## src/hw/rtl/sfc_pkg.sv

```systemverilog
package sfc_pkg;

    localparam int PLANE_CNT = 6;
    localparam int PLANE_W   = 64;
    localparam int CFG_IDX_W = 3;
    localparam int COORD_W   = 16;
    localparam int NRM_W     = 16;
    localparam int CTR_W     = 17;
    localparam int RAD_W     = 15;
    localparam int PROD_W    = 33;
    localparam int DR_W      = 17;
    localparam int SUM_W     = 36;
    localparam int FRAC_SH   = 14;

    localparam logic [CFG_IDX_W-1:0] REG_PLANE_LEFT   = 3'd0;
    localparam logic [CFG_IDX_W-1:0] REG_PLANE_RIGHT  = 3'd1;
    localparam logic [CFG_IDX_W-1:0] REG_PLANE_BOTTOM = 3'd2;
    localparam logic [CFG_IDX_W-1:0] REG_PLANE_TOP    = 3'd3;
    localparam logic [CFG_IDX_W-1:0] REG_PLANE_NEAR   = 3'd4;
    localparam logic [CFG_IDX_W-1:0] REG_PLANE_FAR    = 3'd5;

    typedef struct packed {
        logic                     valid;
        logic                     always_vis;
        logic [RAD_W-1:0]         rad;
        logic signed [CTR_W-1:0]  cx;
        logic signed [CTR_W-1:0]  cy;
        logic signed [CTR_W-1:0]  cz;
        logic [PLANE_CNT-1:0]     mask;
    } t_item;

endpackage

```

## src/hw/rtl/sfc_cell.sv

```systemverilog
module sfc_cell (
    input  logic                      i_clk,
    input  logic                      i_rst_n,
    input  logic                      i_we,
    input  logic [sfc_pkg::PLANE_W-1:0] i_wdata,
    input  sfc_pkg::t_item            i_item,
    output sfc_pkg::t_item            o_item
);
    import sfc_pkg::*;

    logic [PLANE_W-1:0]        r_plane;
    t_item                     r_a_item;
    t_item                     r_b_item;
    logic signed [PROD_W-1:0]  r_px;
    logic signed [PROD_W-1:0]  r_py;
    logic signed [PROD_W-1:0]  r_pz;
    logic signed [DR_W-1:0]    r_dr;

    logic signed [NRM_W-1:0]   nx;
    logic signed [NRM_W-1:0]   ny;
    logic signed [NRM_W-1:0]   nz;
    logic signed [COORD_W-1:0] d;
    logic signed [PROD_W-1:0]  n_px;
    logic signed [PROD_W-1:0]  n_py;
    logic signed [PROD_W-1:0]  n_pz;
    logic signed [DR_W-1:0]    n_dr;
    logic signed [SUM_W-1:0]   plane_dist;
    t_item                     n_b_item;

    assign nx = signed'(r_plane[15:0]);
    assign ny = signed'(r_plane[31:16]);
    assign nz = signed'(r_plane[47:32]);
    assign d  = signed'(r_plane[63:48]);

    always_ff @(posedge i_clk) begin
        if (!i_rst_n) begin
            r_plane <= '0;
        end else if (i_we) begin
            r_plane <= i_wdata;
        end
    end

    // stage A: the three products, and d + radius on the same grid
    assign n_px = PROD_W'(nx) * PROD_W'(i_item.cx);
    assign n_py = PROD_W'(ny) * PROD_W'(i_item.cy);
    assign n_pz = PROD_W'(nz) * PROD_W'(i_item.cz);
    assign n_dr = DR_W'(d) + DR_W'(signed'({1'b0, i_item.rad}));

    always_ff @(posedge i_clk) begin
        if (!i_rst_n) begin
            r_a_item.valid <= 1'b0;
        end else begin
            r_a_item <= i_item;
        end
        r_px <= n_px;
        r_py <= n_py;
        r_pz <= n_pz;
        r_dr <= n_dr;
    end

    // stage B: outside when n.c + d + r < 0; own bit enters at the top
    assign plane_dist = SUM_W'(r_px) + SUM_W'(r_py) + SUM_W'(r_pz)
                      + (SUM_W'(r_dr) <<< FRAC_SH);

    always_comb begin
        n_b_item      = r_a_item;
        n_b_item.mask = {plane_dist[SUM_W-1], r_a_item.mask[PLANE_CNT-1:1]};
    end

    always_ff @(posedge i_clk) begin
        if (!i_rst_n) begin
            r_b_item.valid <= 1'b0;
        end else begin
            r_b_item <= n_b_item;
        end
    end

    assign o_item = r_b_item;

endmodule

```

## config.mk

```make
export PLATFORM = sky130hd
export DESIGN_NAME = sfc_cell
export DESIGN_NICKNAME = d
export VERILOG_FILES = /design/src/hw/rtl/sfc_pkg.sv /design/src/hw/rtl/sfc_cell.sv
export SDC_FILE = /design/constraint.sdc
export NUM_CORES = 2
export LEC_CHECK = 0
export BUFFER_PORTS_ARGS = -buffer_cell sky130_fd_sc_hd__buf_2
export CELL_PAD_IN_SITES_DETAIL_PLACEMENT = 1
export CELL_PAD_IN_SITES_GLOBAL_PLACEMENT = 2
export CORE_ASPECT_RATIO = 1.5
export CORE_UTILIZATION = 25
export DETAILED_ROUTE_END_ITERATION = 8
export GPL_ROUTABILITY_DRIVEN = 0
export PLACE_DENSITY_LB_ADDON = 0.1
export SKIP_LAST_GASP = 1
export SLEW_MARGIN = 20
export SYNTH_ARGS = -nofsm -noshare
export SYNTH_HDL_FRONTEND = slang
export SYNTH_SLANG_ARGS = --single-unit
export TNS_END_PERCENT = 5
```

## constraint.sdc

```tcl
create_clock -name i_clk -period 8.7 [get_ports i_clk]
set_clock_uncertainty 0.05 [all_clocks]
set_input_delay 0.87 -clock i_clk [delete_from_list [all_inputs] [get_ports i_clk]]
set_output_delay 0.87 -clock i_clk [all_outputs]
set_load 0.01 [all_outputs]
```

==> summary.md <==
| Metric | Value |
|---|---|
| Mean post-synth cell area | `about 10 µm²` |
| WL final | `between 100,000 and 150,000 µm` |
| Htree depth | `2` |
| Worst min path class | `in -> reg` |
| Longest Clk Path Bufs | `3` |
| Post-synth ARST share | `0%` |
| Kind of critical path | `reg -> reg` |
| Int Pwr | `roughly 6.7 mW` |
| Critical path depth | `20` |
| Hold WS | `roughly 330 ps` |
| RSZ-0062 raised after global routing | `no` |
| Rows | `185` |
| Total GRT Usage | `16.10%` |
| CTS resizes | `0` |
| Initial antenna violation count | `4` |
| Leading cell type in the layout, fill and taps excluded | `inv_1` |
| Period utilization | `84.62%` |
| Post-synth cell types | `66` |
| # Max-Cap Violations | `0` |
| Mapped Cells | `4,131` |
| Largest net degree at the start of global routing | `around 140` |
| Leading area contributor after synthesis | `fa_1` |
| Fin area | `between 40,000 and 50,000 µm²` |
| Initial DRC Count | `approximately 770` |
| Crit path DAT | `about 7800 ps` |
| Synth top area cells | `fa_1, edfxtp_1, ha_1, dfxtp_1, inv_1` |
| Fillers | `19,120` |
| CTS Root Cell | `clkbuf_16` |
| Multi-input logic area | `30,520 µm²` |
| Commonest cells after routing, fill and taps aside | `inv_1, fa_1, nand2_1` |
| Die height | `507.4 µm` |
| Final global-route overflow total | `0` |
| Rel. slew slack | `29.73%` |
| Post-Syn Nets | `5,465` |
| Psw | `5.971 mW` |
| Final min period | `7362 ps` |
| Sw Share | `roughly 47%` |
| Register area | `between 7000 and 8000 µm²` |
| Drt pass-1 iters | `7` |
| Clock share of power | `about 16%` |
| Outcome | `complete, but fails checks` |
| Final Setup Violations | `0` |
| CP Launch Type | `flip-flop` |
| Post-synth top area share | `41.43%` |
| Core area | `about 170,000 µm²` |
| Failing checks | `DRC` |
| Non-Filler Instances | `between 6,000 and 7,000` |
| Number of synthesized register bits | `327` |
| Detail Placement HPWL | `around 110,000 µm` |
| Clock slew at reported path FFs | `60 ps` |
| Leak | `22.79 nW` |
| Num CTS Buffers | `43` |
| Worst path bufs/invs | `4` |
| DRC Markers | `2` |
| Antenna viol nets, final | `0` |
| Most Frequent Cell on Critical Path | `fa_1` |
| R2r worst-path depth | `20` |
| Seq pwr share | `approximately 18%` |
| IO Pins | `about 220` |
| Tot Pwr | `between 10 and 15 mW` |
| YS warnings | `0` |
| First-pass GRT wire length | `205,900 µm` |
| Placed instance area | `46,260 µm²` |
| Hold Path Stages | `1` |
| Postcts setup bufs | `0` |
| Fin. Hold Viols | `0` |
| Vias in the first global route | `33,050` |
| Nets@finish | `5,626` |
| Setup TNS | `0 ps` |
| Horiz. Die Dim | `338.9 µm` |
| Clock latency on the worst-skew pair | `around 670 ps` |
| Cell area after synthesis | `42,570 µm²` |
| CP max FO | `13` |
| Synthesis-to-layout area growth | `12.28%` |
| CP delay by family, top | `adder cells` |
| Die ar. | `172,000 µm²` |
| VDD IR max | `approximately 0.14 mV` |
| Sequential area share after synthesis | `18.79%` |
| Slowest cell delay on critical path | `910 ps` |
| EDFF count, synth | `145` |
| Combinational group share of total power | `66.2%` |
| Post-DR wirelength/cell | `20.33 µm` |
| Share of layout cells above drive strength 1 | `under 10%` |
| Placed Cells incl. Taps | `6,491` |
| CTS sink cnt | `327` |
| Initial core utilization | `between 20% and 30%` |
| Crit-path slowest cell | `fa_1` |
| Least-Margin Pin Slew | `1053 ps` |
| Max Clock Freq | `135.8 MHz` |
| Critical Path Sink Type | `flip-flop` |
| Power density cells | `265.4 nW/µm²` |
| Max-slew violations | `0` |
| CTS tree | `built` |
| Vias post-DR | `around 28,000` |
| Vias per cell | `around 4.2` |
| Critical path required time | `9150 ps` |
| Crit-path cells | `nand2_1 -> inv_1 -> fa_1 -> fa_1 -> fa_1 -> fa_1 -> fa_1 -> inv_1 -> fa_1 -> inv_1 -> ha_1 -> nand3_1 -> or2_2 -> a2111oi_0 -> buf_4 -> nor2_1 -> o21ai_1 -> a211o_1 -> a21oi_1 -> xnor2_1` |
| Post-CTS Hold Buffers | `0` |
| Buffers on Ports | `213` |
| Main synth FF type | `dfxtp_1` |
==> cell usage after synthesis (12+ instances only) <==
library cell    n
inv_1         940
fa_1          881
nand2_1       430
and2_1        382
ha_1          312
dfxtp_1       182
edfxtp_1      145
clkbuf_1      131
xnor2_1       101
nor2_1         91
a21oi_1        79
nor2b_1        78
mux2i_1        66
a21o_1         35
o21ai_0        32
nand2b_1       31
xor2_1         19
o21ai_1        18
nand3_1        17
nor3_1         16
o21a_1         14
nand4_1        12
==> cells by family (layout without fill, tap and decap cells) <==
logic type                 count (synthesis)  in the layout  synth area share (%)
adders and majority gates               1193           1193                 50.60
buffers and inverters                   1079           1275                 9.519
xor gates and xnor gates                 120            120                 2.469
AOI/OAI and AO/OA                        259            259                 4.212
and+or+nand+nor                         1087           1087                 12.86
DFF                                      327            327                 18.79
other                                      0              1                     0
muxes                                     66             66                 1.552
==> cell type report <==
| type | instances | area share, % |
|---|---|---|
| Multi-Input combinational cell | 2725 | 63.86 |
| Timing Repair Buffer | 255 | 2.942 |
| Inverter | 940 | 7.382 |
| Sequential cell | 327 | 16.73 |
| Clock inverter | 26 | 0.6544 |
| Clock buffer | 54 | 2.555 |
| Antenna cell | 1 | 0.005235 |
| Tap cell | 2244 | 5.874 |
==> final timing paths <==
kind,start,to,slack (ps)
min,i_item[2],n_b_item[1],330
max,r_plane[33],r_pz[32],1340
max reg2reg,r_plane[33],r_pz[32],1340
min reg2reg,n_b_item[33],o_item[33],360
==> per-layer routing <==
metal | vias up | wire, µm | track usage (%) | share of wire [%]
li1 | 12670 | - | - | -
met1 | 14540 | 49230 | 17.06 | 37
met2 | 314 | 76880 | 32.56 | 58
met3 | 129 | 3318 | 1.735 | 2.5
met4 | 2 | 4145 | 4.896 | 3.1
met5 | - | 11 | 0 | 0.0082
==> registers in the layout, summed over array words and instances (netlist names) <==
name and cells:
r_dr 17, r_pz 33, r_px 33, r_plane 64, r_py 33, o_item 74, n_b_item 73
==> stage by stage <==
step	setup slack [ps]	util [%]
global route	861.0	28.25
floorplan	2022	-
finish	1338	28.25
CTS	1162	28.25
global placement	997.4	27.34
detailed placement	970.5	27.34
==> worst register-to-register path: cells and delay by family (launching register included) <==
family	cells	cell delay [ps]
compound gates	4	950
xor+xnor	1	130
fa+ha+maj	7	3910
buf+inv	4	480
flops	1	880
simple gates	4	800
==> power by group through the flow <==
stage / clock network, mW / logic (mW) / registers [mW]
global placement: 0 / 8.67 / 2.39
detailed placement: 0 / 8.67 / 2.38
global route: 2.10 / 9.75 / 2.37
CTS: 2.08 / 8.79 / 2.36
finish: 1.96 / 8.40 / 2.32
floorplan: 0 / 6.06 / 2.17
Power figures use the tool's default switching activity.
